## config.mk

```make
export PLATFORM = sky130hd
export DESIGN_NAME = torsion_pair_min_distance_energy
export DESIGN_NICKNAME = d
export VERILOG_FILES = /design/src/sv/tpmde_pkg.sv /design/src/sv/tpmde_lane.sv /design/src/sv/torsion_pair_min_distance_energy.sv
export SDC_FILE = /design/constraint.sdc
export NUM_CORES = 1
export LEC_CHECK = 0
export ABC_AREA = 1
export BUFFER_PORTS_ARGS = -buffer_cell sky130_fd_sc_hd__buf_2
export CORE_MARGIN = 2
export CORE_UTILIZATION = 55
export DETAILED_ROUTE_END_ITERATION = 16
export GPL_ROUTABILITY_DRIVEN = 0
export PLACE_DENSITY = 0.76
export SLEW_MARGIN = 0
export SYNTH_ARGS = -nofsm -noshare
export SYNTH_HDL_FRONTEND = slang
export SYNTH_HIERARCHICAL = 1
export SYNTH_SLANG_ARGS = --single-unit
export TNS_END_PERCENT = 50
```

## constraint.sdc

```tcl
create_clock -name clk_i -period 4.5 [get_ports clk_i]
set_input_delay 0.45 -clock clk_i [delete_from_list [all_inputs] [get_ports clk_i]]
set_output_delay 0.45 -clock clk_i [all_outputs]
set_load 0.005 [all_outputs]
```

## src/sv/tpmde_pkg.sv

```systemverilog
// shared types and constants of the torsion pair min distance energy block
package tpmde_pkg;

  localparam int unsigned ANGLE_W  = 15;
  localparam int unsigned DIFF_W   = ANGLE_W + 1;
  localparam int unsigned MAG_W    = ANGLE_W;
  localparam int unsigned MCD_W    = 2 * MAG_W;
  localparam int unsigned RAD_W    = 32;
  localparam int unsigned ROOT_W   = RAD_W / 2;
  localparam int unsigned REM_W    = ROOT_W + 1;
  localparam int unsigned SUM_W    = 27;
  localparam int unsigned CFG_IDX_W = 2;

  localparam int unsigned SQ_STEPS = MAG_W;
  localparam int unsigned RT_STEPS = ROOT_W;
  localparam int unsigned CNT_W    = $clog2(RT_STEPS);

  localparam logic [SUM_W-1:0] SUM_MAX = {SUM_W{1'b1}};

  localparam logic signed [ANGLE_W-1:0] HELIX_PHI_RST = -15'sd3699;
  localparam logic signed [ANGLE_W-1:0] HELIX_PSI_RST = -15'sd3008;
  localparam logic signed [ANGLE_W-1:0] SHEET_PHI_RST = -15'sd7616;
  localparam logic signed [ANGLE_W-1:0] SHEET_PSI_RST = 15'sd7232;

  typedef enum logic [CFG_IDX_W-1:0] {
    REG_HELIX_PHI = 2'd0,
    REG_HELIX_PSI = 2'd1,
    REG_SHEET_PHI = 2'd2,
    REG_SHEET_PSI = 2'd3
  } cfg_idx_e;

  typedef struct packed {
    logic load;
    logic sq_step;
    logic rt_step;
  } lane_ctrl_t;

endpackage

```

## src/sv/tpmde_lane.sv

```systemverilog
// one distance lane: bit-serial sum of squares, then two-bit-per-step integer root
module tpmde_lane (
  input  logic                                  clk_i,
  input  tpmde_pkg::lane_ctrl_t                 ctrl_i,
  input  logic signed [tpmde_pkg::ANGLE_W-1:0]  phi_i,
  input  logic signed [tpmde_pkg::ANGLE_W-1:0]  psi_i,
  input  logic signed [tpmde_pkg::ANGLE_W-1:0]  ref_phi_i,
  input  logic signed [tpmde_pkg::ANGLE_W-1:0]  ref_psi_i,
  output logic        [tpmde_pkg::ROOT_W-1:0]   dist_o
);

  logic signed [tpmde_pkg::DIFF_W-1:0] dp, ds, abs_p, abs_s;
  logic [tpmde_pkg::MAG_W-1:0]  mlt_p_q, mlt_p_d, mlt_s_q, mlt_s_d;
  logic [tpmde_pkg::MCD_W-1:0]  mcd_p_q, mcd_p_d, mcd_s_q, mcd_s_d;
  logic [tpmde_pkg::RAD_W-1:0]  acc_q, acc_d, add_p, add_s;
  logic [tpmde_pkg::REM_W-1:0]  rem_q, rem_d;
  logic [tpmde_pkg::ROOT_W-1:0] root_q, root_d;
  logic [tpmde_pkg::REM_W+1:0]  rem_sh, trial, rem_sub;
  logic                         ge;

  assign dp    = {phi_i[tpmde_pkg::ANGLE_W-1], phi_i} - {ref_phi_i[tpmde_pkg::ANGLE_W-1], ref_phi_i};
  assign ds    = {psi_i[tpmde_pkg::ANGLE_W-1], psi_i} - {ref_psi_i[tpmde_pkg::ANGLE_W-1], ref_psi_i};
  assign abs_p = dp[tpmde_pkg::DIFF_W-1] ? -dp : dp;
  assign abs_s = ds[tpmde_pkg::DIFF_W-1] ? -ds : ds;

  assign add_p = mlt_p_q[0] ? {{(tpmde_pkg::RAD_W-tpmde_pkg::MCD_W){1'b0}}, mcd_p_q} : '0;
  assign add_s = mlt_s_q[0] ? {{(tpmde_pkg::RAD_W-tpmde_pkg::MCD_W){1'b0}}, mcd_s_q} : '0;

  assign rem_sh  = {rem_q, acc_q[tpmde_pkg::RAD_W-1 -: 2]};
  assign trial   = {1'b0, root_q, 2'b01};
  assign ge      = rem_sh >= trial;
  assign rem_sub = rem_sh - trial;

  always_comb begin
    mlt_p_d = mlt_p_q;
    mlt_s_d = mlt_s_q;
    mcd_p_d = mcd_p_q;
    mcd_s_d = mcd_s_q;
    acc_d   = acc_q;
    rem_d   = rem_q;
    root_d  = root_q;
    if (ctrl_i.load) begin
      mlt_p_d = abs_p[tpmde_pkg::MAG_W-1:0];
      mlt_s_d = abs_s[tpmde_pkg::MAG_W-1:0];
      mcd_p_d = {{tpmde_pkg::MAG_W{1'b0}}, abs_p[tpmde_pkg::MAG_W-1:0]};
      mcd_s_d = {{tpmde_pkg::MAG_W{1'b0}}, abs_s[tpmde_pkg::MAG_W-1:0]};
      acc_d   = '0;
      rem_d   = '0;
      root_d  = '0;
    end else if (ctrl_i.sq_step) begin
      acc_d   = acc_q + add_p + add_s;
      mlt_p_d = mlt_p_q >> 1;
      mlt_s_d = mlt_s_q >> 1;
      mcd_p_d = mcd_p_q << 1;
      mcd_s_d = mcd_s_q << 1;
    end else if (ctrl_i.rt_step) begin
      acc_d  = {acc_q[tpmde_pkg::RAD_W-3:0], 2'b00};
      rem_d  = ge ? rem_sub[tpmde_pkg::REM_W-1:0] : rem_sh[tpmde_pkg::REM_W-1:0];
      root_d = {root_q[tpmde_pkg::ROOT_W-2:0], ge};
    end
  end

  always_ff @(posedge clk_i) begin
    mlt_p_q <= mlt_p_d;
    mlt_s_q <= mlt_s_d;
    mcd_p_q <= mcd_p_d;
    mcd_s_q <= mcd_s_d;
    acc_q   <= acc_d;
    rem_q   <= rem_d;
    root_q  <= root_d;
  end

  assign dist_o = root_q;

endmodule

```

## src/sv/torsion_pair_min_distance_energy.sv

```systemverilog
// top level: two distance lanes, minimum, saturating sum and result register
//
// channel | direction | handshake             | payload
// input   | in        | in_valid_i/in_ready_o | phi_angle_i, psi_angle_i, last_residue_i
// output  | out       | out_valid_o/out_ready_i | energy_total_o, saturated_o
// config  | in        | cfg_we_i              | cfg_idx_i, cfg_data_i
//
// a transaction runs through accept, 15 bit-serial squaring steps,
// 16 root steps (two radicand bits each) and an accumulate state
// both lanes run side by side
// reset clears the sum, the flag and the state and sets the references to their defaults
// a last transaction waits in the accumulate state while an earlier result is not taken
module torsion_pair_min_distance_energy (
  input  logic                                  clk_i,
  input  logic                                  rst_ni,
  input  logic                                  in_valid_i,
  output logic                                  in_ready_o,
  input  logic signed [tpmde_pkg::ANGLE_W-1:0]  phi_angle_i,
  input  logic signed [tpmde_pkg::ANGLE_W-1:0]  psi_angle_i,
  input  logic                                  last_residue_i,
  output logic                                  out_valid_o,
  input  logic                                  out_ready_i,
  output logic        [tpmde_pkg::SUM_W-1:0]    energy_total_o,
  output logic                                  saturated_o,
  input  logic                                  cfg_we_i,
  input  logic        [tpmde_pkg::CFG_IDX_W-1:0] cfg_idx_i,
  input  logic        [tpmde_pkg::ANGLE_W-1:0]  cfg_data_i
);

  localparam logic [1:0] ST_IDLE = 2'd0;
  localparam logic [1:0] ST_SQ   = 2'd1;
  localparam logic [1:0] ST_RT   = 2'd2;
  localparam logic [1:0] ST_ACC  = 2'd3;

  logic [1:0] state_q, state_d;
  logic [tpmde_pkg::CNT_W-1:0] cnt_q, cnt_d;
  logic last_q, last_d;

  logic signed [tpmde_pkg::ANGLE_W-1:0] helix_phi_q, helix_psi_q, sheet_phi_q, sheet_psi_q;

  logic [tpmde_pkg::SUM_W-1:0] sum_q, sum_d, sum_new;
  logic clip_q, clip_d, clip_new;
  logic out_valid_q, out_valid_d;
  logic [tpmde_pkg::SUM_W-1:0] energy_q, energy_d;
  logic sat_q, sat_d;

  tpmde_pkg::lane_ctrl_t ctrl;
  logic [tpmde_pkg::ROOT_W-1:0] dist_helix, dist_sheet, dist_min;
  logic [tpmde_pkg::SUM_W:0] sum_ext;
  logic accept, acc_go;

  assign in_ready_o = state_q == ST_IDLE;
  assign accept     = in_valid_i && in_ready_o;
  assign acc_go     = !(last_q && out_valid_q && !out_ready_i);

  assign ctrl.load    = accept;
  assign ctrl.sq_step = state_q == ST_SQ;
  assign ctrl.rt_step = state_q == ST_RT;

  tpmde_lane u_lane_helix (
    .clk_i     (clk_i),
    .ctrl_i    (ctrl),
    .phi_i     (phi_angle_i),
    .psi_i     (psi_angle_i),
    .ref_phi_i (helix_phi_q),
    .ref_psi_i (helix_psi_q),
    .dist_o    (dist_helix)
  );

  tpmde_lane u_lane_sheet (
    .clk_i     (clk_i),
    .ctrl_i    (ctrl),
    .phi_i     (phi_angle_i),
    .psi_i     (psi_angle_i),
    .ref_phi_i (sheet_phi_q),
    .ref_psi_i (sheet_psi_q),
    .dist_o    (dist_sheet)
  );

  assign dist_min = (dist_helix < dist_sheet) ? dist_helix : dist_sheet;
  assign sum_ext  = {1'b0, sum_q}
                  + {{(tpmde_pkg::SUM_W+1-tpmde_pkg::ROOT_W){1'b0}}, dist_min};
  assign sum_new  = sum_ext[tpmde_pkg::SUM_W] ? tpmde_pkg::SUM_MAX
                                              : sum_ext[tpmde_pkg::SUM_W-1:0];
  assign clip_new = clip_q | sum_ext[tpmde_pkg::SUM_W];

  always_comb begin
    state_d     = state_q;
    cnt_d       = cnt_q;
    last_d      = last_q;
    sum_d       = sum_q;
    clip_d      = clip_q;
    energy_d    = energy_q;
    sat_d       = sat_q;
    out_valid_d = out_valid_q && !out_ready_i;
    case (state_q)
      ST_IDLE: begin
        if (accept) begin
          last_d  = last_residue_i;
          cnt_d   = '0;
          state_d = ST_SQ;
        end
      end
      ST_SQ: begin
        if (cnt_q == tpmde_pkg::CNT_W'(tpmde_pkg::SQ_STEPS - 1)) begin
          cnt_d   = '0;
          state_d = ST_RT;
        end else begin
          cnt_d = cnt_q + 1'b1;
        end
      end
      ST_RT: begin
        if (cnt_q == tpmde_pkg::CNT_W'(tpmde_pkg::RT_STEPS - 1)) begin
          cnt_d   = '0;
          state_d = ST_ACC;
        end else begin
          cnt_d = cnt_q + 1'b1;
        end
      end
      ST_ACC: begin
        if (acc_go) begin
          state_d = ST_IDLE;
          if (last_q) begin
            energy_d    = sum_new;
            sat_d       = clip_new;
            out_valid_d = 1'b1;
            sum_d       = '0;
            clip_d      = 1'b0;
          end else begin
            sum_d  = sum_new;
            clip_d = clip_new;
          end
        end
      end
      default: begin
        state_d = ST_IDLE;
      end
    endcase
  end

  always_ff @(posedge clk_i or negedge rst_ni) begin
    if (!rst_ni) begin
      state_q     <= ST_IDLE;
      cnt_q       <= '0;
      last_q      <= 1'b0;
      sum_q       <= '0;
      clip_q      <= 1'b0;
      out_valid_q <= 1'b0;
    end else begin
      state_q     <= state_d;
      cnt_q       <= cnt_d;
      last_q      <= last_d;
      sum_q       <= sum_d;
      clip_q      <= clip_d;
      out_valid_q <= out_valid_d;
    end
  end

  always_ff @(posedge clk_i) begin
    energy_q <= energy_d;
    sat_q    <= sat_d;
  end

  always_ff @(posedge clk_i or negedge rst_ni) begin
    if (!rst_ni) begin
      helix_phi_q <= tpmde_pkg::HELIX_PHI_RST;
      helix_psi_q <= tpmde_pkg::HELIX_PSI_RST;
      sheet_phi_q <= tpmde_pkg::SHEET_PHI_RST;
      sheet_psi_q <= tpmde_pkg::SHEET_PSI_RST;
    end else if (cfg_we_i) begin
      case (cfg_idx_i)
        tpmde_pkg::REG_HELIX_PHI: helix_phi_q <= cfg_data_i;
        tpmde_pkg::REG_HELIX_PSI: helix_psi_q <= cfg_data_i;
        tpmde_pkg::REG_SHEET_PHI: sheet_phi_q <= cfg_data_i;
        tpmde_pkg::REG_SHEET_PSI: sheet_psi_q <= cfg_data_i;
        default: begin
        end
      endcase
    end
  end

  assign out_valid_o    = out_valid_q;
  assign energy_total_o = energy_q;
  assign saturated_o    = sat_q;

endmodule

```

Word level (Yosys, flattened, before mapping):

Cells that the tools add are included.

* register bits: 434
* output and inout bits: 30
* logic and storage cells: 130
* input bits: 53

* $lt $le $gt $ge: 3
* bitwise logic cells: 3
* equal/unequal tests: 12
* $add $sub $neg: 16
* multiplexer cells: 46
* reduce and logical (&&, ||, !) cells: 20

Operators with widths (count)
* 15-bit two-way mux: 20
* 32-bit adder: 4
* 32-bit two-way mux: 4
* 30-bit two-way mux: 4
* 15-bit by 15-bit subtractor with 16-bit output: 4
* 15-bit negator: 4
* 27-bit two-way mux: 2
* 19-bit by 18-bit greater-or-equal comparator with 1-bit output: 2
* 17-bit two-way mux: 2
* 17-bit subtractor: 2
* 27-bit by 16-bit adder with 28-bit output: 1
* 16-bit < comparator: 1
* 16-bit two-way mux: 1
* 2-bit AND reduction: 8
* 4-bit two-way mux: 3
* 4-bit case mux with 3 select lines: 1
* 2-bit == test (second input constant): 4
* 4-bit == test (second input constant): 2
* 2-bit two-way mux: 4
* 2-bit case mux with 4 select lines: 1
* 2-bit by 1-bit != test with 1-bit output (second input constant): 3
* 4-bit by 1-bit adder with 4-bit output (second input constant): 1
* 2-bit by 1-bit == test with 1-bit output (second input constant): 2
* 1-bit logical AND: 4
* other kinds (10): 16

Logic depth before layout (Yosys ltp):

* word-level depth: 5
* mapped depth: 26
* mapped depth without buffers: 25

Hierarchy:

Netlist, hierarchy kept.

Modules (own cells, without submodules)
* tpmde_lane (u_lane_sheet): area an instance 12881.1 µm², instances 1, cells each 1965, seq. area each 3703.6 µm²
* tpmde_lane (u_lane_helix): area an instance 12832.3 µm², instances 1, cells each 1939, seq. area each 3703.6 µm²
* torsion_pair_min_distance_energy: area an instance 7213.2 µm², instances 1, cells each 927, seq. area each 3269.4 µm²

Least setup slack after synthesis:

Ideal clock, no wire load.

* path type: register to register
* from: register state_q[0]
* to: register u_lane_sheet/mcd_p_q[0] (netlist bit) (enable)
* data arrival time: 2925 ps
* required time: 4081 ps
* library setup time: 419 ps
* buffers on the path: 3
* setup slack: 1156 ps
* period minus slack after synthesis: 3344 ps
* cell stages (with the launch flop): 10
* path through: dfrtp_1 inv_1 ha_1 nand2_1 inv_1 clkbuf_1 inv_1 buf_2 buf_1 nand2_1

* word-level cells in the longest chain between the ends: 3
* elaborated cells on any way between the ends: 4
* classes of those cells: eq/ne (1); reduce/logical (3)

RTL lines
* from (decl): RTL line torsion_pair_min_distance_energy.sv:35 `logic [1:0] state_q, state_d;`
* from (signal assigned): RTL line torsion_pair_min_distance_energy.sv:150 `state_q <= state_d;`
* 2-bit logical NOT: RTL line torsion_pair_min_distance_energy.sv:52 `assign in_ready_o = state_q == ST_IDLE;`
* via in_ready_o: RTL line torsion_pair_min_distance_energy.sv:17 `output logic in_ready_o,`
* 1-bit logical AND: RTL line torsion_pair_min_distance_energy.sv:53 `assign accept = in_valid_i && in_ready_o;`
* via accept: RTL line torsion_pair_min_distance_energy.sv:50 `logic accept, acc_go;`
* 2-bit nonzero test (no line)
* to (signal assigned): RTL line tpmde_lane.sv:66 `mcd_p_q <= mcd_p_d;`
* to (decl): RTL line tpmde_lane.sv:14 `logic [tpmde_pkg::MCD_W-1:0] mcd_p_q, mcd_p_d, mcd_s_q, mcd_s_d;`

The timed path passes the listed nets, and every way through them passes these cells.
A chain may end at the register's enable or synchronous reset.

Worst setup path in the final report:

* from: register u_lane_sheet.root_q (netlist bit u_lane_sheet/dist_o[15])
* to: register energy_q (netlist bit energy_total_o[2]) (data pin)

* word-level cells in the longest chain between the ends: 4

RTL lines
* from (decl): RTL line tpmde_lane.sv:17 `logic [tpmde_pkg::ROOT_W-1:0] root_q, root_d;`
* from (signal assigned): RTL line tpmde_lane.sv:70 `root_q <= root_d;`
* 16-bit < comparator: RTL line torsion_pair_min_distance_energy.sv:80 `assign dist_min = (dist_helix < dist_sheet) ? dist_helix : dist_sheet;`
* 16-bit two-way mux *: RTL line torsion_pair_min_distance_energy.sv:80
* 27-bit by 16-bit adder with 28-bit output *: RTL line torsion_pair_min_distance_energy.sv:82 `+ {{(tpmde_pkg::SUM_W+1-tpmde_pkg::ROOT_W){1'b0}}, dist_min};`
* 27-bit two-way mux *: RTL line torsion_pair_min_distance_energy.sv:83 `assign sum_new = sum_ext[tpmde_pkg::SUM_W] ? tpmde_pkg::SUM_MAX`
* via sum_new (one bit): RTL line torsion_pair_min_distance_energy.sv:41 `logic [tpmde_pkg::SUM_W-1:0] sum_q, sum_d, sum_new;`
* to (signal assigned): RTL line torsion_pair_min_distance_energy.sv:160 `energy_q <= energy_d;`
* to (decl): RTL line torsion_pair_min_distance_energy.sv:44 `logic [tpmde_pkg::SUM_W-1:0] energy_q, energy_d;`

The timed path passes the listed nets; every way through them passes the cells marked *.

==> impl_results.md <==
- Syn nets: 5149
- Final instance area: 0.0356 mm²
- First-pass GRT wire length: about 140000 µm
- Initial antenna violation count: 0
- CTS H-tree lvls: 2
- Clk pin slew, worst setup/hold paths: roughly 0.060 ns
- CP Max Fanout: 17
- Crit-path cells: inv_1 > ha_1 > nand4_1 > nor3_1 > nand2_2 > nand2_1 > nand2_1 > nand2_1 > ha_1 > nand2_2 > inv_2 > nand2_1 > nand2_1 > nand2_2 > nand3_4 > a21oi_4 > buf_12 > nand2_2
- Startpoint Class: register
- Crit path largest cell delay: between 0.4 and 0.5 ns
- DR WL/cell: 14.2 µm
- Critical Path Source: u_lane_sheet/dist_o[15]
- Setup bufs post-CTS: 0
- Post-synth EDFFs: about 150
- Worst vdd ir: 0.423 mV
- Synth Warn #: 6
- Final Hold Fails: 0
- Slowest CP cell: a21oi_4
- Critical Path Stages: 18
- Starting Density: between 50% and 60%
- Slew @ Worst Pin: 1.15 ns
- Root Driver: clkbuf_16
- DRC Markers: 3
- Worst Path Required: between 4 and 5 ns
- Most common cell on crit path: nand2_1
- Pwr/cell area: roughly 860 mW/mm²
- Maximum clock rate: 0.256 GHz
- Die Y: around 250 µm
- Endpoints failing setup: 0
- CTS Buf Count: between 40 and 50
- Cells on worst reg2reg path: 18
- 1st-pass router iterations: 14
- Max_cap viols: 0
- Setup crit end kind: register
- #FFs+latches synth: roughly 430
- Normalized max-slew margin: a little under a quarter
- Failing checks: DRC
- Latest clock arrival within the worst-skew pair: roughly 0.6 ns
- Crit Path Class: register to register
- Clock Path Buffers: 3
- Hold Buf Count CTS: 1
- Cell area after synthesis: roughly 0.033 mm²
- DP Area: 0.0340 mm²
- Reg2Reg Setup Slack: 0.60 ns
- Clk_skew: 0.0133 ns
- Reg2Reg Launch Point: u_lane_sheet/dist_o[15]
- Crit Reg-Reg Endpoint: energy_total_o[2]
- Starting DRT DRC Count: ~2500
- Total Wirelength: about 80000 µm
- Final #Nets: a little over 5000
- Core area: 0.0591 mm²
- Post-synth ARST share: 22.1%
- # diodes: 0
- Final Cycle Share: between 80% and 90%
- Vias in the first global route: about 28000
- Port bufs: 82
- Largest net degree at the start of global routing: 112
- Final setup margin: 0.596 ns
- Routed vias/inst: 5.32
- Antenna viol nets, final: 0
- Unrepaired setup endpoints after global routing: false
- Place WS: ~0.63 ns
- Post-synth top area share: 17.3%
- Die area: about 0.06 mm²
- Register area share after synthesis: about a third
- Post_cts resized: 0
- Via count: just over 30000
- Die Wd: between 200 and 250 µm
- Total leakage power: 0.0188 µW
- CTS Sinks: ~430
- Overall Global Routing Usage: a little over a quarter
- Worst Path Buf+Inv: 3
- Commonest non-fill, non-tap cell in the layout: nand2_1
- HPWL after DPL: between 60000 and 70000 µm
- Final Max Tran Viols: 0
- Unique masters post-synth: 56
- Synth area leader: nand2_1
- Most used DFF post-synth: dfxtp_1
- Total grt overflow: 0
- Minimum clock period: about 3.9 ns
- Top cells by area, synth: nand2_1, edfxtp_1, dfxtp_1, inv_1, ha_1
- Setup TNS: 0 ns
- Hold slack: between 0.06 and 0.07 ns
- Syn avg cell area: between 6 and 7 µm²
- IO Pins: just over 80
- FP Rows: 89
- Area added between synthesis and finish: 8.13%
- Worst Path Arrival: 4.24 ns
- Setup crit end: energy_total_o[2]
- Status: finished, violations left
- CTS tree: built
- Kind of cell adding the most delay to the critical path: simple AND/OR/NAND/NOR gates
- Worst Hold Class: primary input to register
- Post-synthesis cell count: 4831
- Fraction of layout cells with a size suffix above 1: 7.93%
- Most frequent cells in the layout: nand2_1, inv_1, nor2_1, nand3_1, a21oi_1
## final cells by class
type | instances | area (µm²)
Sequential cell | 434 | 10700
Inverter | 769 | 2900
Multi-Input combinational cell | 3504 | 18800
Tap cell | 773 | 967
Fill cell | 5488 | 23500
Timing Repair Buffer | 106 | 633
Clock buffer | 75 | 1470
Clock inverter | 16 | 149
## per-stage QoR
step,utilization [%],cells,power (µW)
after detailed placement,57.5,5585,26400
after global routing,60.2,5677,33800
after CTS,60.2,5677,30600
after global placement,57.5,5585,26000
after floorplan,-,4831,22000
final,60.2,5677,30700
## power by group
part,total [µW],internal (µW),switching (µW)
Combinational,19100,6660,12400
Sequential,7590,6340,1240
Clock,4010,2360,1650
Total,30700,15400,15300
## routing by layer
layer	GRT usage, %	up-vias	routed length [µm]
met5	0	-	0
met1	36.0	13735	37900
met4	7.03	0	1820
met3	2.79	130	4230
met2	43.6	795	36900
li1	-	15540	-
## tightest hold or removal path, stage by stage
cell and delay [ns]:
buf_2 0.07, nand2_1 0.04, o21ai_0 0.06
## state kept, by name, summed over array words and instances (netlist names), 15 cells and up
| register | count |
|---|---|
| u_lane_sheet/rem_q | 17 |
| u_lane_sheet/acc_q | 32 |
| u_lane_sheet/dist_o | 16 |
| u_lane_sheet/mlt_s_q | 15 |
| u_lane_helix/mcd_p_q | 30 |
| sheet_psi_q | 15 |
| helix_psi_q | 15 |
| energy_total_o | 27 |
| u_lane_helix/rem_q | 17 |
| sum_q | 27 |
| u_lane_sheet/mlt_p_q | 15 |
| u_lane_helix/mlt_s_q | 15 |
| sheet_phi_q | 15 |
| u_lane_helix/mcd_s_q | 30 |
| u_lane_helix/dist_o | 16 |
| u_lane_sheet/mcd_p_q | 30 |
| u_lane_helix/mlt_p_q | 15 |
| u_lane_helix/acc_q | 32 |
| u_lane_sheet/mcd_s_q | 30 |
| helix_phi_q | 15 |
## cells by family after synthesis
kind of cell    Yosys count  share of synthesized area (%)
flops                   434                           32.4
buf+inv                 893                           10.5
fa+ha+maj               265                           11.6
compound gates          668                           11.0
xor+xnor                 49                           1.30
simple gates           2522                           33.1
## Yosys cell counts, types with 10 or more instances
| master | count |
|---|---|
| xor2_1 | 36 |
| buf_2 | 15 |
| nand2_2 | 58 |
| o21ai_0 | 246 |
| nand3_2 | 16 |
| xnor2_1 | 13 |
| a21o_1 | 16 |
| nand3_4 | 12 |
| buf_1 | 10 |
| inv_1 | 740 |
| inv_2 | 23 |
| a21oi_1 | 254 |
| nand4_1 | 72 |
| dfxtp_1 | 190 |
| edfxtp_1 | 148 |
| nand2_1 | 1519 |
| o21bai_1 | 19 |
| dfrtp_1 | 75 |
| or2_2 | 14 |
| nor3_1 | 30 |
| fa_1 | 67 |
| o21a_1 | 12 |
| nand3b_1 | 21 |
| nor2_1 | 365 |
| o22ai_1 | 31 |
| a31oi_1 | 32 |
| dfstp_2 | 21 |
| nand3_1 | 362 |
| nor2_2 | 28 |
| clkbuf_1 | 86 |
| ha_1 | 198 |
| o21ai_1 | 36 |
## how the worst min path moves through the flow
stage | from | end | slack (ns) | depth (start not counted)
finish | last_residue_i | last_q | 0.07 | 3
global route | last_residue_i | last_q | 0.08 | 3
CTS | last_residue_i | last_q | 0.02 | 3
detailed placement | u_lane_sheet/rem_q[15] | u_lane_sheet/rem_q[15] | 0.47 | 2
global placement | u_lane_sheet/rem_q[15] | u_lane_sheet/rem_q[15] | 0.46 | 2
floorplan | rst_ni | clip_q | 0.15 | 0
(Power assumes the default switching activity.)
